<file path="config.mk">
export PLATFORM = sky130hd
export DESIGN_NAME = trls_regs
export DESIGN_NICKNAME = d
export VERILOG_FILES = /design/src/rtl/core/trls_pkg.sv /design/src/rtl/core/trls_regs.sv
export SDC_FILE = /design/constraint.sdc
export NUM_CORES = 1
export LEC_CHECK = 0
export BUFFER_PORTS_ARGS = -buffer_cell sky130_fd_sc_hd__buf_2
export CORE_MARGIN = 2
export CORE_UTILIZATION = 51
export DETAILED_ROUTE_END_ITERATION = 12
export GPL_ROUTABILITY_DRIVEN = 0
export GPL_TIMING_DRIVEN = 0
export HOLD_SLACK_MARGIN = 0.1
export PLACE_DENSITY = 0.84
export SYNTH_ARGS = -nofsm -noshare
export SYNTH_HDL_FRONTEND = slang
export SYNTH_SLANG_ARGS = --single-unit
</file>
<file path="constraint.sdc">
create_clock -name clk -period 2.78 [get_ports clk]
set_input_delay 0.556 -clock clk [delete_from_list [all_inputs] [get_ports clk]]
set_output_delay 0.556 -clock clk [all_outputs]
set_load 0.05 [all_outputs]
</file>
<file path="src/rtl/core/trls_pkg.sv">
`default_nettype none
// ----------------------------------------------------------------------------
// trls_pkg
// Shared constants, types and the step program of the two-parameter RLS
// estimator.
// ----------------------------------------------------------------------------
package trls_pkg;

  localparam int DataW    = 32;
  localparam int StateW   = 48;
  localparam int HalfW    = StateW / 2;
  localparam int DataFrac = DataW / 2;
  localparam int FfW      = 17;
  localparam int CovW     = DataW - 1;
  localparam int RfDepth  = 16;
  localparam int RfAw     = 4;
  localparam int PcW      = 6;
  localparam int InitW    = 3;
  localparam int CfgAw    = 4;

  localparam logic [PcW-1:0]   ProgLast = 6'd35;
  localparam logic [InitW-1:0] InitLast = 3'd5;

  localparam logic [1:0] CFG_FF     = 2'd0;
  localparam logic [1:0] CFG_COV    = 2'd1;
  localparam logic [1:0] CFG_OFFSET = 2'd2;

  localparam logic [FfW-1:0]   FfReset     = 17'd64881;
  localparam logic [CovW-1:0]  CovReset    = 31'd65536000;
  localparam logic [DataW-1:0] OffsetReset = 32'd6750208;

  localparam logic [RfAw-1:0] R_P0    = 4'd0;
  localparam logic [RfAw-1:0] R_P1    = 4'd1;
  localparam logic [RfAw-1:0] R_P2    = 4'd2;
  localparam logic [RfAw-1:0] R_P3    = 4'd3;
  localparam logic [RfAw-1:0] R_C0    = 4'd4;
  localparam logic [RfAw-1:0] R_C1    = 4'd5;
  localparam logic [RfAw-1:0] R_PPHI0 = 4'd6;
  localparam logic [RfAw-1:0] R_PPHI1 = 4'd7;
  localparam logic [RfAw-1:0] R_COL0  = 4'd8;
  localparam logic [RfAw-1:0] R_COL1  = 4'd9;
  localparam logic [RfAw-1:0] R_DEN   = 4'd10;
  localparam logic [RfAw-1:0] R_K0    = 4'd11;
  localparam logic [RfAw-1:0] R_K1    = 4'd12;
  localparam logic [RfAw-1:0] R_ERR   = 4'd13;
  localparam logic [RfAw-1:0] R_T0    = 4'd14;
  localparam logic [RfAw-1:0] R_T1    = 4'd15;

  typedef enum logic [2:0] {
    OP_ADD,
    OP_SUB,
    OP_RSUB,
    OP_MUL,
    OP_DIV
  } op_t;

  typedef enum logic [2:0] {
    B_MEM,
    B_PHI0,
    B_PHI1,
    B_Y,
    B_LAM,
    B_FF
  } bsel_t;

  typedef struct packed {
    op_t            op;
    logic [RfAw-1:0] ra;
    logic [RfAw-1:0] rb;
    bsel_t          bsel;
    logic [RfAw-1:0] dest;
    logic           s24;
  } uop_t;

  typedef struct packed {
    uop_t uop;
    logic exec;
    logic init_wr;
    logic load_in;
    logic load_out;
  } dp_cmd_t;

  typedef struct packed {
    logic done;
  } dp_stat_t;

  function automatic uop_t mk(op_t op, logic [RfAw-1:0] ra, logic [RfAw-1:0] rb,
                              bsel_t bsel, logic [RfAw-1:0] dest, logic s24);
    uop_t u;
    u.op   = op;
    u.ra   = ra;
    u.rb   = rb;
    u.bsel = bsel;
    u.dest = dest;
    u.s24  = s24;
    return u;
  endfunction

  function automatic uop_t prog_rom(logic [PcW-1:0] pc);
    uop_t u;
    unique case (pc)
      6'd0:  u = mk(OP_MUL,  R_P0,    R_T0,  B_PHI0, R_T0,    1'b0);
      6'd1:  u = mk(OP_MUL,  R_P1,    R_T0,  B_PHI1, R_T1,    1'b0);
      6'd2:  u = mk(OP_ADD,  R_T0,    R_T1,  B_MEM,  R_PPHI0, 1'b0);
      6'd3:  u = mk(OP_MUL,  R_P2,    R_T0,  B_PHI1, R_T1,    1'b0);
      6'd4:  u = mk(OP_ADD,  R_T0,    R_T1,  B_MEM,  R_COL0,  1'b0);
      6'd5:  u = mk(OP_MUL,  R_P2,    R_T0,  B_PHI0, R_T0,    1'b0);
      6'd6:  u = mk(OP_MUL,  R_P3,    R_T0,  B_PHI1, R_T1,    1'b0);
      6'd7:  u = mk(OP_ADD,  R_T0,    R_T1,  B_MEM,  R_PPHI1, 1'b0);
      6'd8:  u = mk(OP_MUL,  R_P1,    R_T0,  B_PHI0, R_T0,    1'b0);
      6'd9:  u = mk(OP_ADD,  R_T0,    R_T1,  B_MEM,  R_COL1,  1'b0);
      6'd10: u = mk(OP_MUL,  R_PPHI0, R_T0,  B_PHI0, R_T0,    1'b0);
      6'd11: u = mk(OP_MUL,  R_PPHI1, R_T0,  B_PHI1, R_T1,    1'b0);
      6'd12: u = mk(OP_ADD,  R_T0,    R_T1,  B_MEM,  R_T0,    1'b0);
      6'd13: u = mk(OP_ADD,  R_T0,    R_T0,  B_LAM,  R_DEN,   1'b0);
      6'd14: u = mk(OP_DIV,  R_PPHI0, R_DEN, B_MEM,  R_K0,    1'b1);
      6'd15: u = mk(OP_DIV,  R_PPHI1, R_DEN, B_MEM,  R_K1,    1'b1);
      6'd16: u = mk(OP_MUL,  R_C0,    R_T0,  B_PHI0, R_T0,    1'b0);
      6'd17: u = mk(OP_MUL,  R_C1,    R_T0,  B_PHI1, R_T1,    1'b0);
      6'd18: u = mk(OP_ADD,  R_T0,    R_T1,  B_MEM,  R_T0,    1'b0);
      6'd19: u = mk(OP_RSUB, R_T0,    R_T0,  B_Y,    R_ERR,   1'b0);
      6'd20: u = mk(OP_MUL,  R_K0,    R_ERR, B_MEM,  R_T0,    1'b1);
      6'd21: u = mk(OP_ADD,  R_C0,    R_T0,  B_MEM,  R_C0,    1'b0);
      6'd22: u = mk(OP_MUL,  R_K1,    R_ERR, B_MEM,  R_T0,    1'b1);
      6'd23: u = mk(OP_ADD,  R_C1,    R_T0,  B_MEM,  R_C1,    1'b0);
      6'd24: u = mk(OP_MUL,  R_K0,    R_COL0, B_MEM, R_T0,    1'b1);
      6'd25: u = mk(OP_SUB,  R_P0,    R_T0,  B_MEM,  R_T0,    1'b0);
      6'd26: u = mk(OP_DIV,  R_T0,    R_T0,  B_FF,   R_P0,    1'b0);
      6'd27: u = mk(OP_MUL,  R_K0,    R_COL1, B_MEM, R_T0,    1'b1);
      6'd28: u = mk(OP_SUB,  R_P1,    R_T0,  B_MEM,  R_T0,    1'b0);
      6'd29: u = mk(OP_DIV,  R_T0,    R_T0,  B_FF,   R_P1,    1'b0);
      6'd30: u = mk(OP_MUL,  R_K1,    R_COL0, B_MEM, R_T0,    1'b1);
      6'd31: u = mk(OP_SUB,  R_P2,    R_T0,  B_MEM,  R_T0,    1'b0);
      6'd32: u = mk(OP_DIV,  R_T0,    R_T0,  B_FF,   R_P2,    1'b0);
      6'd33: u = mk(OP_MUL,  R_K1,    R_COL1, B_MEM, R_T0,    1'b1);
      6'd34: u = mk(OP_SUB,  R_P3,    R_T0,  B_MEM,  R_T0,    1'b0);
      6'd35: u = mk(OP_DIV,  R_T0,    R_T0,  B_FF,   R_P3,    1'b0);
      default: u = mk(OP_ADD, R_T0,   R_T0,  B_MEM,  R_T0,    1'b0);
    endcase
    return u;
  endfunction

endpackage
`default_nettype wire

</file>
<file path="src/rtl/core/trls_regs.sv">
`default_nettype none
// ----------------------------------------------------------------------------
// trls_regs
// Configuration register block: forgetting factor, initial covariance and
// power offset, with a reinitialization pulse on every listed write.
// ----------------------------------------------------------------------------
module trls_regs (
  input  logic                       clk,
  input  logic                       rst_n,
  input  logic                       cfg_psel,
  input  logic                       cfg_penable,
  input  logic                       cfg_pwrite,
  input  logic [trls_pkg::CfgAw-1:0] cfg_paddr,
  input  logic [31:0]                cfg_pwdata,
  output logic [31:0]                cfg_prdata,
  output logic                       cfg_pready,
  output logic [trls_pkg::FfW-1:0]   ff,
  output logic [trls_pkg::CovW-1:0]  init_cov,
  output logic [trls_pkg::DataW-1:0] offset,
  output logic                       reinit
);
  import trls_pkg::*;

  logic [FfW-1:0]   ff_r, ff_nxt;
  logic [CovW-1:0]  cov_r, cov_nxt;
  logic [DataW-1:0] off_r, off_nxt;
  logic             wr;
  logic [1:0]       idx;

  assign cfg_pready = 1'b1;
  assign wr         = cfg_psel & cfg_penable & cfg_pwrite;
  assign idx        = cfg_paddr[3:2];

  always_comb begin
    ff_nxt  = ff_r;
    cov_nxt = cov_r;
    off_nxt = off_r;
    reinit  = 1'b0;
    if (wr) begin
      unique case (idx)
        CFG_FF: begin
          ff_nxt = cfg_pwdata[FfW-1:0];
          reinit = 1'b1;
        end
        CFG_COV: begin
          cov_nxt = cfg_pwdata[CovW-1:0];
          reinit  = 1'b1;
        end
        CFG_OFFSET: begin
          off_nxt = cfg_pwdata[DataW-1:0];
          reinit  = 1'b1;
        end
        default: reinit = 1'b0;
      endcase
    end
  end

  always_ff @(posedge clk) begin
    if (!rst_n) begin
      ff_r  <= FfReset;
      cov_r <= CovReset;
      off_r <= OffsetReset;
    end else begin
      ff_r  <= ff_nxt;
      cov_r <= cov_nxt;
      off_r <= off_nxt;
    end
  end

  always_comb begin
    unique case (idx)
      CFG_FF:     cfg_prdata = {{(32-FfW){1'b0}}, ff_r};
      CFG_COV:    cfg_prdata = {{(32-CovW){1'b0}}, cov_r};
      CFG_OFFSET: cfg_prdata = off_r;
      default:    cfg_prdata = '0;
    endcase
  end

  assign ff       = ff_r;
  assign init_cov = cov_r;
  assign offset   = off_r;

endmodule
`default_nettype wire

</file>
## Word-level counts from Yosys, hierarchy flattened

Index checks and enable logic that the tools add are counted.

| operators by class | value |
|---|---|
| multiplexer cells | 3 |
| reductions and logical operators | 5 |
| equal/unequal tests | 2 |
| bitwise logic cells | 2 |

Operators by type and width:

| operator | number |
|---|---|
| $pmux 32 s3 | 1 |
| $reduce_and 2->1 | 3 |
| $reduce_or 3->1 | 1 |
| $and 1x1->1 | 2 |
| $eq 2x1->1 const B | 1 |
| $eq 2x2->1 const B | 1 |
| $logic_not 2->1 | 1 |
| $mux 1 | 2 |

| word-level totals | value |
|---|---|
| flip-flop bits (word level) | 80 |
| input port bits | 41 |

## Longest topological paths before layout

| logic depth | value |
|---|---|
| depth after elaboration | 4 |
| mapped depth | 6 |
| depth with buffers taken out | 3 |

## Worst setup path after synthesis

OpenSTA, ideal clock, no wires.

| path | value |
|---|---|
| path type | input-to-output |
| start point | input cfg_paddr[3] (netlist bit) |
| end point | output cfg_prdata[11] |
| slack | 0.084 ns |
| stages on the path | 4 |
| arrival | 2.140 ns |
| path buffers | 2 |
| cell sequence | buf_4 -> buf_4 -> mux2i_1 -> o21ai_0 |

| on the way | value |
|---|---|
| word-level cells in the longest chain between the ends | 2 |

RTL lines:

| what | line | text |
|---|---|---|
| from (decl) | trls_regs.sv:13 | `input logic [trls_pkg::CfgAw-1:0] cfg_paddr,` |
| $eq 2x2->1 (tied with other cells) | trls_regs.sv:71 | `unique case (idx)` |
| $pmux 32 s3 * | trls_regs.sv:71 |  |
| to (decl) | trls_regs.sv:15 | `output logic [31:0] cfg_prdata,` |

Mark *: on every way between the ends. The rest lies on a longest branch, timed or not.

## Worst setup path in the final report

| path | value |
|---|---|
| start point | input cfg_paddr[2] (netlist bit) |
| end point | output cfg_prdata[13] |

The elaborated chain is that of the path after synthesis.

==> metrics.md <==
| Metric | Value |
|---|---|
| Run status | finished clean |
| H-tree lvl count | 3 |
| CP Data Arrival Time | 2.18 ns |
| 1st-iter DRT viols | about 250 |
| Hold crit path type | input pin to register |
| Final period utilization | 98.6% |
| Hold-fix buffers, CTS | 0 |
| Clock Path Buffers | 2 |
| Max_slew headroom | 56.5% |
| Final wirelength | 11200 um |
| Share of the synthesized area in the top cell type | 43.9% |
| Die width | 88.6 um |
| Max Cap Viol | 0 |
| Vias in the first global route | roughly 3.3k |
| Cell family with most CP delay | buffers and inverters |
| Xor/xnor share of the synthesized area | 0% |
| Leak | 0.00233 uW |
| Die Ht | 88.6 um |
| Endpoint type of the worst setup path | output pin |
| Core Box Area | 0.00687 mm^2 |
| Netlist Area Pre-Place | between 0.003 and 0.004 mm^2 |
| Area contributors post-synth | dfxtp_1 (44%), mux2i_1 (23%), nand2_1 (11%) |
| Ys async rst share | 0% |
| Post-CTS setup buffers | 0 |
| Net Count, Synth | 447 |
| First-pass GRT wire length | 16400 um |
| Worst path bufs/invs | 4 |
| Synth Warn # | 0 |
| Reg power frac | 46.5% |
| Setup Slack @ Placement | 0.0974 ns |
| Clock skew | 0 ns |
| Combinational power share | 14.7% |
| Max Slew Vio Count | 0 |
| Worst R2R Path Depth | 3 |
| Post-cts resize count | 0 |
| Num rows | 30 |
| Combinational family with the most area after synthesis | multiplexers |
| Switching Fraction | 28.0% |
| Clock Latency Late Sink | between 0.3 and 0.4 ns |
| CP required | roughly 2.2 ns |
| Number of vias per cell | 5.31 |
| Layout cell share with drive strength beyond 1 | 32.5% |
| Largest net degree at the start of global routing | 14 |
| Diode count | 0 |
| Total track usage | 27.6% |
| RSZ-0062 raised after global routing | false |
| TNS Setup | 0 ns |
| Pwr dens | 531 mW/mm^2 |
| Number of antenna-violating nets in the routed design | 0 |
| GR Overflow Total | 0 |
| Post-synth top flop | dfxtp_1 |
| Slowest CP cell | clkbuf_1 |
| Synth Area in Compound Gates | about 9% |
| Clk pwr share | 38.8% |
| Synth Area in Simple Gates | 17.7% |
| Num CTS Buffers | 9 |
| Post-DP HPWL | 7980 um |
| Hold path depth | 3 |
| CP max stage delay | 0.55 ns |
| Worst IR Drop VDD | 0.000338 V |
| CTS Sinks | 80 |
| Drt wl/cell | 16.7 um |
| Root buffer cell | clkbuf_8 |
| Synth Register Bits | 80 |
| Critical-path maximum fanout | 10 |
| Type of the worst setup path | input pin to output pin |
| Post-Syn Instances | around 410 |
| Die area | about 0.008 mm^2 |
| I/O Buffers | 150 |
| Multiplexer area fraction after synthesis | a little under a quarter |
| Max Freq | 365 MHz |
| Reg clk slew, reported paths | 0.08 ns |
| Int Pwr | 1820 uW |
| Initial Util | between 50% and 60% |
| Final worst setup slack | 0.0393 ns |
| Synth Area in Adders | 0% |
| Register area share after synthesis | 43.9% |
| Synth cell types | 22 |
| Hold Slack | 0.466 ns |
| Drt pass-1 iters | 5 |
| Final setup violation count | 0 |
| CTS tree | done |
| P_sw | 707 uW |
| Fin nets | 608 |
| Number of placed I/O pins | 155 |
| Slew of the pin with the lowest slew margin | roughly 0.65 ns |
| Worst setup SP type | input pin |
| Cell taking the most area after synthesis | dfxtp_1 |
| EDFF count, synth | 0 |
| Syn_area_per_cell | ~9 um^2 |
| Post-layout util | between 60 and 70% |
| Crit path cell chain | buf_2 -> clkbuf_1 -> clkbuf_1 -> o21ai_0 -> buf_2 |
| Initial antenna violation count | 0 |
| Final Hold Vio Count | 0 |
| DR vias | 3546 |
| Period minus WS final | 2.74 ns |
| Crit path depth | 5 |
| DRC | 0 |
| Area Overhead vs Synth | 30.2% |
==> routing by layer <==
metal	vias to the layer above	global-route usage [%]	wire length [um]
li1	1677	-	-
met1	1699	35.3	4760
met2	155	46.1	5500
met3	15	5.04	731
met4	0	11.3	170
met5	-	0	0
==> cell usage in the layout, fill, tap and decap left out <==
| cell | instances |
|---|---|
| and2_4 | 1 |
| buf_6 | 5 |
| nand2b_1 | 4 |
| a21oi_1 | 9 |
| nand2_1 | 106 |
| o211ai_1 | 9 |
| buf_2 | 158 |
| conb_1 | 1 |
| inv_1 | 9 |
| nor2_1 | 1 |
| and2_1 | 2 |
| nor3_1 | 1 |
| dfxtp_1 | 80 |
| and3_1 | 1 |
| o21ai_0 | 17 |
| nand3_1 | 10 |
| clkbuf_1 | 12 |
| clkinv_4 | 1 |
| buf_1 | 4 |
| clkbuf_8 | 11 |
| clkinv_2 | 2 |
| mux2i_1 | 84 |
| bufinv_16 | 2 |
| nor2b_1 | 22 |
| a22o_1 | 14 |
| buf_4 | 6 |
==> worst min-delay path: cells and delay by family <==
kind / cells / cell delay [ns]
AOI/OAI and AO/OA: 1 / 0.08
buffers and inverters: 1 / 0.09
and+or+nand+nor: 1 / 0.06
==> final cells by class <==
class	instances	area (um^2)
plain buffers	35	201
well taps	96	120
flip-flops and latches	80	1600
clock inverters	5	78.8
multi-input cells	282	1810
clock buffers	11	151
inverters	9	33.8
fillers	582	2120
repair buffers	150	751
==> power by group through the flow <==
stage	logic, uW	clock network [uW]	registers [uW]
3_5_place_dp	367	0	1200
3_3_place_gp	361	0	1200
5_1_grt	390	1030	1180
6_report	370	979	1170
2_1_floorplan	200	0	1250
4_1_cts	368	988	1170
==> flip-flops by register name, indices dropped and copies added, names as in the netlist <==
register	flops
offset	32
ff	17
init_cov	31
==> cells by family after synthesis <==
logic type / count (synthesis)
buffers and inverters: 44
DFF: 80
and+or+nand+nor: 148
other: 1
AOI/OAI and AO/OA: 49
muxes: 84
==> cell usage after synthesis, types with 4 or more instances <==
master      n
nand2_1   106
mux2i_1    84
dfxtp_1    80
nor2b_1    22
o21ai_0    17
a22o_1     14
clkbuf_1   12
nand3_1    10
a21oi_1     9
inv_1       9
o211ai_1    9
buf_2       8
buf_4       6
buf_6       5
buf_1       4
nand2b_1    4
==> stage by stage <==
| stage | power (uW) | cell area (um^2) | instances |
|---|---|---|---|
| final | 2520 | 4750 | 668 |
| after global placement | 1560 | 4520 | 652 |
| after detailed placement | 1570 | 4520 | 652 |
| after global routing | 2600 | 4750 | 668 |
| after floorplan | 1450 | 3650 | 406 |
| after CTS | 2530 | 4750 | 668 |
==> path summary, 6_finish.rpt <==
check / to / from / slack, ns
max reg2reg: offset[22] / offset[22] / 2.03
min: init_cov[25] / cfg_pwdata[25] / 0.47
max: cfg_prdata[13] / cfg_paddr[2] / 0.04
min reg2reg: init_cov[3] / init_cov[3] / 0.47
No activity file was read; power rests on OpenSTA's default activity.
