`src/rtl/core/trls_pkg.sv`:
```
`default_nettype none
// ----------------------------------------------------------------------------
// trls_pkg
// Shared constants, types and the step program of the two-parameter RLS
// estimator.
// ----------------------------------------------------------------------------
package trls_pkg;

  localparam int DataW    = 32;
  localparam int StateW   = 48;
  localparam int HalfW    = StateW / 2;
  localparam int DataFrac = DataW / 2;
  localparam int FfW      = 17;
  localparam int CovW     = DataW - 1;
  localparam int RfDepth  = 16;
  localparam int RfAw     = 4;
  localparam int PcW      = 6;
  localparam int InitW    = 3;
  localparam int CfgAw    = 4;

  localparam logic [PcW-1:0]   ProgLast = 6'd35;
  localparam logic [InitW-1:0] InitLast = 3'd5;

  localparam logic [1:0] CFG_FF     = 2'd0;
  localparam logic [1:0] CFG_COV    = 2'd1;
  localparam logic [1:0] CFG_OFFSET = 2'd2;

  localparam logic [FfW-1:0]   FfReset     = 17'd64881;
  localparam logic [CovW-1:0]  CovReset    = 31'd65536000;
  localparam logic [DataW-1:0] OffsetReset = 32'd6750208;

  localparam logic [RfAw-1:0] R_P0    = 4'd0;
  localparam logic [RfAw-1:0] R_P1    = 4'd1;
  localparam logic [RfAw-1:0] R_P2    = 4'd2;
  localparam logic [RfAw-1:0] R_P3    = 4'd3;
  localparam logic [RfAw-1:0] R_C0    = 4'd4;
  localparam logic [RfAw-1:0] R_C1    = 4'd5;
  localparam logic [RfAw-1:0] R_PPHI0 = 4'd6;
  localparam logic [RfAw-1:0] R_PPHI1 = 4'd7;
  localparam logic [RfAw-1:0] R_COL0  = 4'd8;
  localparam logic [RfAw-1:0] R_COL1  = 4'd9;
  localparam logic [RfAw-1:0] R_DEN   = 4'd10;
  localparam logic [RfAw-1:0] R_K0    = 4'd11;
  localparam logic [RfAw-1:0] R_K1    = 4'd12;
  localparam logic [RfAw-1:0] R_ERR   = 4'd13;
  localparam logic [RfAw-1:0] R_T0    = 4'd14;
  localparam logic [RfAw-1:0] R_T1    = 4'd15;

  typedef enum logic [2:0] {
    OP_ADD,
    OP_SUB,
    OP_RSUB,
    OP_MUL,
    OP_DIV
  } op_t;

  typedef enum logic [2:0] {
    B_MEM,
    B_PHI0,
    B_PHI1,
    B_Y,
    B_LAM,
    B_FF
  } bsel_t;

  typedef struct packed {
    op_t            op;
    logic [RfAw-1:0] ra;
    logic [RfAw-1:0] rb;
    bsel_t          bsel;
    logic [RfAw-1:0] dest;
    logic           s24;
  } uop_t;

  typedef struct packed {
    uop_t uop;
    logic exec;
    logic init_wr;
    logic load_in;
    logic load_out;
  } dp_cmd_t;

  typedef struct packed {
    logic done;
  } dp_stat_t;

  function automatic uop_t mk(op_t op, logic [RfAw-1:0] ra, logic [RfAw-1:0] rb,
                              bsel_t bsel, logic [RfAw-1:0] dest, logic s24);
    uop_t u;
    u.op   = op;
    u.ra   = ra;
    u.rb   = rb;
    u.bsel = bsel;
    u.dest = dest;
    u.s24  = s24;
    return u;
  endfunction

  function automatic uop_t prog_rom(logic [PcW-1:0] pc);
    uop_t u;
    unique case (pc)
      6'd0:  u = mk(OP_MUL,  R_P0,    R_T0,  B_PHI0, R_T0,    1'b0);
      6'd1:  u = mk(OP_MUL,  R_P1,    R_T0,  B_PHI1, R_T1,    1'b0);
      6'd2:  u = mk(OP_ADD,  R_T0,    R_T1,  B_MEM,  R_PPHI0, 1'b0);
      6'd3:  u = mk(OP_MUL,  R_P2,    R_T0,  B_PHI1, R_T1,    1'b0);
      6'd4:  u = mk(OP_ADD,  R_T0,    R_T1,  B_MEM,  R_COL0,  1'b0);
      6'd5:  u = mk(OP_MUL,  R_P2,    R_T0,  B_PHI0, R_T0,    1'b0);
      6'd6:  u = mk(OP_MUL,  R_P3,    R_T0,  B_PHI1, R_T1,    1'b0);
      6'd7:  u = mk(OP_ADD,  R_T0,    R_T1,  B_MEM,  R_PPHI1, 1'b0);
      6'd8:  u = mk(OP_MUL,  R_P1,    R_T0,  B_PHI0, R_T0,    1'b0);
      6'd9:  u = mk(OP_ADD,  R_T0,    R_T1,  B_MEM,  R_COL1,  1'b0);
      6'd10: u = mk(OP_MUL,  R_PPHI0, R_T0,  B_PHI0, R_T0,    1'b0);
      6'd11: u = mk(OP_MUL,  R_PPHI1, R_T0,  B_PHI1, R_T1,    1'b0);
      6'd12: u = mk(OP_ADD,  R_T0,    R_T1,  B_MEM,  R_T0,    1'b0);
      6'd13: u = mk(OP_ADD,  R_T0,    R_T0,  B_LAM,  R_DEN,   1'b0);
      6'd14: u = mk(OP_DIV,  R_PPHI0, R_DEN, B_MEM,  R_K0,    1'b1);
      6'd15: u = mk(OP_DIV,  R_PPHI1, R_DEN, B_MEM,  R_K1,    1'b1);
      6'd16: u = mk(OP_MUL,  R_C0,    R_T0,  B_PHI0, R_T0,    1'b0);
      6'd17: u = mk(OP_MUL,  R_C1,    R_T0,  B_PHI1, R_T1,    1'b0);
      6'd18: u = mk(OP_ADD,  R_T0,    R_T1,  B_MEM,  R_T0,    1'b0);
      6'd19: u = mk(OP_RSUB, R_T0,    R_T0,  B_Y,    R_ERR,   1'b0);
      6'd20: u = mk(OP_MUL,  R_K0,    R_ERR, B_MEM,  R_T0,    1'b1);
      6'd21: u = mk(OP_ADD,  R_C0,    R_T0,  B_MEM,  R_C0,    1'b0);
      6'd22: u = mk(OP_MUL,  R_K1,    R_ERR, B_MEM,  R_T0,    1'b1);
      6'd23: u = mk(OP_ADD,  R_C1,    R_T0,  B_MEM,  R_C1,    1'b0);
      6'd24: u = mk(OP_MUL,  R_K0,    R_COL0, B_MEM, R_T0,    1'b1);
      6'd25: u = mk(OP_SUB,  R_P0,    R_T0,  B_MEM,  R_T0,    1'b0);
      6'd26: u = mk(OP_DIV,  R_T0,    R_T0,  B_FF,   R_P0,    1'b0);
      6'd27: u = mk(OP_MUL,  R_K0,    R_COL1, B_MEM, R_T0,    1'b1);
      6'd28: u = mk(OP_SUB,  R_P1,    R_T0,  B_MEM,  R_T0,    1'b0);
      6'd29: u = mk(OP_DIV,  R_T0,    R_T0,  B_FF,   R_P1,    1'b0);
      6'd30: u = mk(OP_MUL,  R_K1,    R_COL0, B_MEM, R_T0,    1'b1);
      6'd31: u = mk(OP_SUB,  R_P2,    R_T0,  B_MEM,  R_T0,    1'b0);
      6'd32: u = mk(OP_DIV,  R_T0,    R_T0,  B_FF,   R_P2,    1'b0);
      6'd33: u = mk(OP_MUL,  R_K1,    R_COL1, B_MEM, R_T0,    1'b1);
      6'd34: u = mk(OP_SUB,  R_P3,    R_T0,  B_MEM,  R_T0,    1'b0);
      6'd35: u = mk(OP_DIV,  R_T0,    R_T0,  B_FF,   R_P3,    1'b0);
      default: u = mk(OP_ADD, R_T0,   R_T0,  B_MEM,  R_T0,    1'b0);
    endcase
    return u;
  endfunction

endpackage
`default_nettype wire

```
`src/rtl/core/trls_ctrl.sv`:
```
`default_nettype none
// ----------------------------------------------------------------------------
// trls_ctrl
// Sequencer of the RLS estimator: state reinitialization sweep, item
// handshake and stepping through the update program.
// ----------------------------------------------------------------------------
module trls_ctrl (
  input  logic               clk,
  input  logic               rst_n,
  input  logic               reinit,
  input  logic               in_valid,
  output logic               in_ready,
  output logic               out_valid,
  input  logic               out_ready,
  output trls_pkg::dp_cmd_t  cmd,
  input  trls_pkg::dp_stat_t stat
);
  import trls_pkg::*;

  typedef enum logic [5:0] {
    S_INIT = 6'b000001,
    S_IDLE = 6'b000010,
    S_RD   = 6'b000100,
    S_EX   = 6'b001000,
    S_WAIT = 6'b010000,
    S_DONE = 6'b100000
  } state_t;

  state_t           state_r, state_nxt;
  logic [PcW-1:0]   pc_r, pc_nxt;
  logic [InitW-1:0] icnt_r, icnt_nxt;
  logic             out_valid_r, out_valid_nxt;
  uop_t             uop;

  assign uop = prog_rom(pc_r);

  always_comb begin
    cmd          = '0;
    cmd.uop      = uop;
    cmd.exec     = (state_r == S_EX);
    cmd.init_wr  = (state_r == S_INIT);
    cmd.load_in  = (state_r == S_IDLE) && in_valid;
    cmd.load_out = (state_r == S_DONE) && (!out_valid_r || out_ready);
    if (state_r == S_INIT) cmd.uop.dest = RfAw'(icnt_r);
  end

  assign in_ready  = (state_r == S_IDLE);
  assign out_valid = out_valid_r;

  always_comb begin
    state_nxt = state_r;
    pc_nxt    = pc_r;
    icnt_nxt  = icnt_r;
    unique case (state_r)
      S_INIT: begin
        icnt_nxt = icnt_r + 1'b1;
        if (icnt_r == InitLast) state_nxt = S_IDLE;
      end
      S_IDLE: begin
        if (in_valid) begin
          pc_nxt    = '0;
          state_nxt = S_RD;
        end
      end
      S_RD: state_nxt = S_EX;
      S_EX, S_WAIT: begin
        if (stat.done) begin
          if (pc_r == ProgLast) begin
            state_nxt = S_DONE;
          end else begin
            pc_nxt    = pc_r + 1'b1;
            state_nxt = S_RD;
          end
        end else begin
          state_nxt = S_WAIT;
        end
      end
      S_DONE: begin
        if (cmd.load_out) state_nxt = S_IDLE;
      end
      default: state_nxt = S_INIT;
    endcase
    if (reinit) begin
      state_nxt = S_INIT;
      icnt_nxt  = '0;
    end
  end

  assign out_valid_nxt = cmd.load_out ? 1'b1 : (out_ready ? 1'b0 : out_valid_r);

  always_ff @(posedge clk) begin
    if (!rst_n) begin
      state_r     <= S_INIT;
      pc_r        <= '0;
      icnt_r      <= '0;
      out_valid_r <= 1'b0;
    end else begin
      state_r     <= state_nxt;
      pc_r        <= pc_nxt;
      icnt_r      <= icnt_nxt;
      out_valid_r <= out_valid_nxt;
    end
  end

  a_exec_after_read: assert property (@(posedge clk) disable iff (!rst_n)
    cmd.exec |-> $past(state_r == S_RD))
    else $error("operation issued without a register read cycle");

  a_done_in_op: assert property (@(posedge clk) disable iff (!rst_n)
    stat.done |-> (state_r == S_EX || state_r == S_WAIT))
    else $error("datapath completion outside an operation");

  a_load_out_valid: assert property (@(posedge clk) disable iff (!rst_n)
    cmd.load_out |=> out_valid)
    else $error("result word loaded but not offered");

  a_init_blocks_in: assert property (@(posedge clk) disable iff (!rst_n)
    cmd.init_wr |-> !in_ready)
    else $error("input accepted during state reinitialization");

endmodule
`default_nettype wire

```
`config.mk`:
```
export PLATFORM = sky130hd
export DESIGN_NAME = trls_ctrl
export DESIGN_NICKNAME = d
export VERILOG_FILES = /design/src/rtl/core/trls_pkg.sv /design/src/rtl/core/trls_ctrl.sv
export SDC_FILE = /design/constraint.sdc
export NUM_CORES = 1
export LEC_CHECK = 0
export ABC_AREA = 1
export BUFFER_PORTS_ARGS = -buffer_cell sky130_fd_sc_hd__buf_2
export CAP_MARGIN = 20
export CELL_PAD_IN_SITES_DETAIL_PLACEMENT = 1
export CELL_PAD_IN_SITES_GLOBAL_PLACEMENT = 2
export CORE_ASPECT_RATIO = 1.75
export CORE_MARGIN = 10
export CORE_UTILIZATION = 32
export CTS_CLUSTER_SIZE = 25
export DETAILED_ROUTE_END_ITERATION = 8
export PLACE_DENSITY = 0.81
export SLEW_MARGIN = 10
export SYNTH_ARGS = -nofsm -noshare
export SYNTH_HDL_FRONTEND = slang
export SYNTH_SLANG_ARGS = --single-unit
```
`constraint.sdc`:
```
create_clock -name clk -period 2.65 [get_ports clk]
set_input_delay 0.265 -clock clk [delete_from_list [all_inputs] [get_ports clk]]
set_output_delay 0.265 -clock clk [all_outputs]
set_load 0.03 [all_outputs]
```
# Yosys cells after proc, flatten, opt, wreduce, memory -nomap -nowiden
# Memories as Yosys holds them, arrays and structs flattened. A register that Yosys moved wholly into a read port is not among the register bits.
# Cells that the tools add are included.
# W data, S select, Z words.
[totals]
ff_bits = 16
romBits = 1152
inputBits = 6
out_inout_bits = 25
wordCells = 46
memories = 1
[mem_list]
columns = ["name", "words", "word_bits", "read_ports", "rd_clocked_by_memory_dff", "write_ports", "line_no", "rtl"]
rows = [
  ["(name not given)", 64, 18, 1, 1, 0, "trls_pkg.sv:101", "unique case (pc)"],
]
[classes]
add_sub_neg = 2
eq_ne = 13
muxes = 15
bitwise_logic = 1
reduce_logical = 10
[ops]
columns = ["operator", "count"]
rows = [
  ["$mux W6", 10],
  ["$pmux W6 S5", 1],
  ["$eq A6 B6 Y1 const B", 2],
  ["$pmux W6 S2", 1],
  ["$ne A2 B2 Y1 const B", 4],
  ["$add A6 B1 Y6 const B", 1],
  ["$eq A6 B1 Y1 const B", 1],
  ["$eq A6 B2 Y1 const B", 1],
  ["$eq A6 B3 Y1 const B", 1],
  ["$eq A6 B4 Y1 const B", 1],
  ["$eq A6 B5 Y1 const B", 1],
  ["$mux W4", 1],
  ["$reduce_and A4 Y1", 1],
  ["$reduce_bool A2 Y1", 2],
  ["$reduce_or A2 Y1", 2],
  ["$add A3 B1 Y3 const B", 1],
  ["$eq A3 B3 Y1 const B", 1],
  ["$reduce_and A3 Y1", 1],
  ["$logic_and A1 B1 Y1", 2],
  ["$mux W1", 2],
  ["$ne A2 B1 Y1 const B", 1],
  ["$logic_not A1 Y1", 1],
  ["$logic_or A1 B1 Y1", 1],
  ["$not A1 Y1", 1],
]

# Logic depth before layout (Yosys ltp)
[logic_depth]
ltp_word = 6
ltp_mapped = 19
ltp_nobuf = 19

# Worst setup path before layout
# No wires, ideal clock.
[synth_timing]
path_kind = "reg-to-output"
start = "reg state_r[5]"
end = "out cmd[6] (netlist bit)"
t_arrival_ns = 2.471
required_time_ns = 2.385
setup_slack_ns = -0.086
path_stages_with_launch = 6
n_path_buf = 0
path_cell_list = "dfxtp_1 nor2_4 inv_1 nor4_2 inv_1 o21ai_0"
[synth_rtl]
columns = ["element", "line_no", "rtl"]
rows = [
  ["start, declared", "trls_ctrl.sv:29", "state_t state_r, state_nxt;"],
  ["start signal, assigned", "trls_ctrl.sv:98", "state_r <= state_nxt;"],
  ["end, declared", "trls_ctrl.sv:15", "output trls_pkg::dp_cmd_t cmd,"],
]

# Worst setup path in the final report
[layout_timing]
start = "reg pc_r[1]"
end = "reg uop[16] (netlist name)"
[layout_via]
elab_chain_cells = 6
word_cells_on_any_way = 9
cone_classes = "add/sub (1); eq/ne (2); mux (5); reduce/logical (1)"
[layout_rtl]
columns = ["element", "line_no", "rtl"]
rows = [
  ["start, declared", "trls_ctrl.sv:30", "logic [PcW-1:0] pc_r, pc_nxt;"],
  ["start signal, assigned", "trls_ctrl.sv:99", "pc_r <= pc_nxt;"],
  ["$add A6 B1 Y6", "trls_ctrl.sv:71", "pc_nxt = pc_r + 1'b1;"],
  ["$mux W6", "trls_ctrl.sv:68", "if (pc_r == ProgLast) begin"],
  ["$mux W6", "trls_ctrl.sv:67", "if (stat.done) begin"],
  ["$pmux W6 S2", "trls_ctrl.sv:54", "unique case (state_r)"],
  ["$mux W6 (no source line) (*) (2 in a row)", "--", ""],
]
# Every way passes the cells marked *; elsewhere a longest branch is shown, timed or not. The select of a mux whose other input is x is not followed.
# A chain may end at the register's enable or synchronous reset.

==> results.cfg <==
[status]
status = complete, no violations

[critical_path]
slowest_stage = dfxtp_1
endpoint_kind = register
start_kind = register
cp_top_family = simple AND/OR/NAND/NOR gates
path_cells = ha_2 > nand3_1 > nor2_2 > nor2_1 > nand2_4 > nand2_8 > nand2_8 > nand2_1 > nand3_2 > inv_2 > buf_4 > ha_1 > inv_1 > nand2_1 > nor2_1 > nor2_2 > nand2_1 > nand2_1 > nand2_1
cp_max_fo = 10
arrival_ns = 2.67
slowest_delay_ns = 0.33
setup.worst_path.start = pc_r[1]$_SDFFE_PN0N_
r2r-start = pc_r[1]$_SDFFE_PN0N_
crit_top_cell = nand2_1
cp.required_ns = 2.83
path_buf_inv = 3
critPathKind = reg2reg

[global_route]
antenna_found_initial = 0
grt_pass1_vias = 2716
gr-total-overflow = 0
grt_pass1_wl_mm = 13.62
grt_start_max_net_pins = 26
grt_use_total_pct = 14.19

[die]
ios = 31
start_util_pct = 32.67
rows = 43
core_area_sq_um = 7855
dieArea_sq_um = 12140
die_w_um = 87.70
fp.dieH_um = 138.5

[pwr]
p_leak_nw = 1.490
ir_drop_mv = 0.1882
power.density_nw_per_um2 = 445.0

[clocking]
cts_tree = built
cts_hold_buf = 0
clk_path_buf_depth = 2
htreeDepth = 2
cts-buffers-inserted = 5
cts-root-buf = clkbuf_16
clkSlewWorstSetupHoldPaths_ns = 0.06
clkSinkCount = 34
clock_latency_ns = 0.29

[synthesis]
synth-seq-cells = 34
syn_area_per_cell_sq_um = 6.753
ys_seq_area_share_pct = 26.52
synth.top_cells.by_count = nand2_1, nand3_1, dfxtp_1
synthTopCellsByArea = dfxtp_1, nand2_1, nand3_1, buf_4, ha_1
ys.flop_type = dfxtp_1
yosys_warnings = 0
synthesis.nets = 397
synth_cell_types = 37
postSynth.asyncResetShare_pct = 0
synth_area_sq_um = 2566
syn_inst = 380
yosysMostFrequentCell = nand2_1
yosysTopAreaCellShare_pct = 26.52
synth_edf_count = 0
synth.largest_area_cell = dfxtp_1

[route]
drt-wirelength-per-cell_um = 16.92
drtIter0Drc = 62
drcViolationCount = 0
drt_wl_total_mm = 8.393
drt-vias-per-instance = 5.087
postRouteAntennaNets = 0
wl_met2_mm = 4.739
vias = 2523
drtPass1Iterations = 4
wl_met1_mm = 3.028
wl_met3_um = 293
top_layer = met4

[placement]
hpwl_mm = 6.496
gp_congestion = 0.8945
port_buffers = 29
dpl-instance-area_sq_um = 2745
post-place-ws_ns = -0.05107

[sta]
hold_viol = 0
fin_worst_skew_ns = 0.005558
slew_violations = 0
post-route-period-util_pct = 93.87
min_period_ns = 2.488
max_clock_freq_mhz = 402.0
setup_viol = 0
worst_slack_ns = 0.1624

[min_path]
min_from = stat
hold_class = in2reg

[final_layout]
area_growth_pct = 17.31
fin_nets = 422
drive_gt1_share_pct = 26.60
n_fill_cell = 1032
fin_area_sq_um = 3010
antenna_cells = 0

[job]
max_cap_violations = 0
==> routing by layer <==
metal | up-vias | GRT usage [%]
li1 | 1261 | -
met1 | 1188 | 13.37
met2 | 52 | 26.54
met3 | 22 | 2.824
met4 | 0 | 8.010
met5 | - | 0
==> through the flow <==
| step | TNS, ns | power [W] | std cells | hold WS [ns] | util [%] |
|---|---|---|---|---|---|
| after floorplan | 0 | 0.0005455 | 380 | 0.3443 | - |
| after global placement | 0 | 0.0005554 | 486 | 0.4816 | 34.95 |
| after detailed placement | -0.09434 | 0.0005557 | 486 | 0.4858 | 34.95 |
| after CTS | 0 | 0.001360 | 494 | 0.1715 | 37.61 |
| after global routing | -0.03058 | 0.001377 | 496 | 0.1728 | 38.32 |
| final | 0 | 0.001340 | 496 | 0.1751 | 38.32 |
==> area by class of cell <==
type / instances / area, sq um / area share [%]
clock buffer: 5 / 125.1 / 4.156
clock inverter: 3 / 68.82 / 2.286
inverter: 41 / 157.7 / 5.237
multi-input combinational: 275 / 1563 / 51.91
sequential: 34 / 683.2 / 22.69
tap: 90 / 112.6 / 3.741
timing repair buffer: 48 / 300.3 / 9.975
==> cell families after synthesis <==
group | Yosys count | synth area share [%]
simple gates | 230 | 44.86
buf+inv | 71 | 15.02
other cells | 1 | 0.1461
xor+xnor | 2 | 0.6827
compound gates | 31 | 7.411
fa+ha+maj | 11 | 5.363
flops | 34 | 26.52
==> cells in the final DEF, fill, tap and decap left out, types with 2 or more instances in the layout <==
cell type | Yosys | routed
a21oi_1 | 14 | 13
a21oi_2 | 1 | 2
a31oi_1 | 2 | 2
buf_2 | 5 | 29
buf_4 | 19 | 18
bufinv_16 | 0 | 2
clkbuf_16 | 0 | 5
dfxtp_1 | 34 | 32
dfxtp_2 | 0 | 2
ha_1 | 11 | 9
inv_1 | 32 | 31
inv_2 | 7 | 8
nand2_1 | 100 | 100
nand2_2 | 7 | 6
nand2_4 | 3 | 4
nand2_8 | 2 | 2
nand3_1 | 56 | 52
nand3_2 | 3 | 7
nand3_4 | 3 | 3
nand4_1 | 11 | 11
nor2_1 | 32 | 30
nor2_2 | 2 | 3
nor2_4 | 4 | 5
nor3_1 | 2 | 2
o211ai_1 | 2 | 2
o21ai_0 | 3 | 3
o21ai_1 | 5 | 5
or2_2 | 3 | 3
xor2_1 | 2 | 2
==> worst paths after layout <==
path | slack [ns] | cells after the start | to
max reg2reg | 0.16 | 19 | uop[16]$_DFF_P_
min reg2reg | 0.52 | 2 | icnt_r[0]$_SDFFE_PP0P_
max | 0.16 | 19 | uop[16]$_DFF_P_
min | 0.18 | 2 | state_r[4]$_SDFFE_PP0P_
==> worst reg2reg max path, stage by stage, from the launching register on <==
cell	delay (ns)
dfxtp_1	0.33
ha_2	0.19
nand3_1	0.10
nor2_2	0.05
nor2_1	0.16
nand2_4	0.09
nand2_8	0.11
nand2_8	0.09
nand2_1	0.10
nand3_2	0.16
inv_2	0.12
buf_4	0.13
ha_1	0.18
inv_1	0.07
nand2_1	0.06
nor2_1	0.07
nor2_2	0.18
nand2_1	0.08
nand2_1	0.06
nand2_1	0.06
==> timing repair <==
| action | in CTS | in global routing |
|---|---|---|
| endpoints found under the setup margin | 2 | 17 |
| pin swaps | 0 | 1 |
| gates cloned | 0 | 0 |
| buffers inserted | 0 | 2 |
| resized for setup | 2 | 12 |
==> registers in the layout (all words and copies together), names as in the netlist <==
| register | count |
|---|---|
| pc_r | 6 |
| uop | 18 |
| icnt_r | 3 |
| out_valid | 1 |
| state_r | 6 |
==> where the power goes <==
| group | switching [W] | internal (W) | leakage [nW] |
|---|---|---|---|
| Clock | 0.000255 | 0.000541 | 0.0940 |
| Sequential | 0.00000149 | 0.000513 | 0.275 |
| Combinational | 0.0000202 | 0.00000963 | 1.12 |
| Total | 0.000276 | 0.00106 | 1.49 |
No activity file was read; power rests on OpenSTA's default activity.
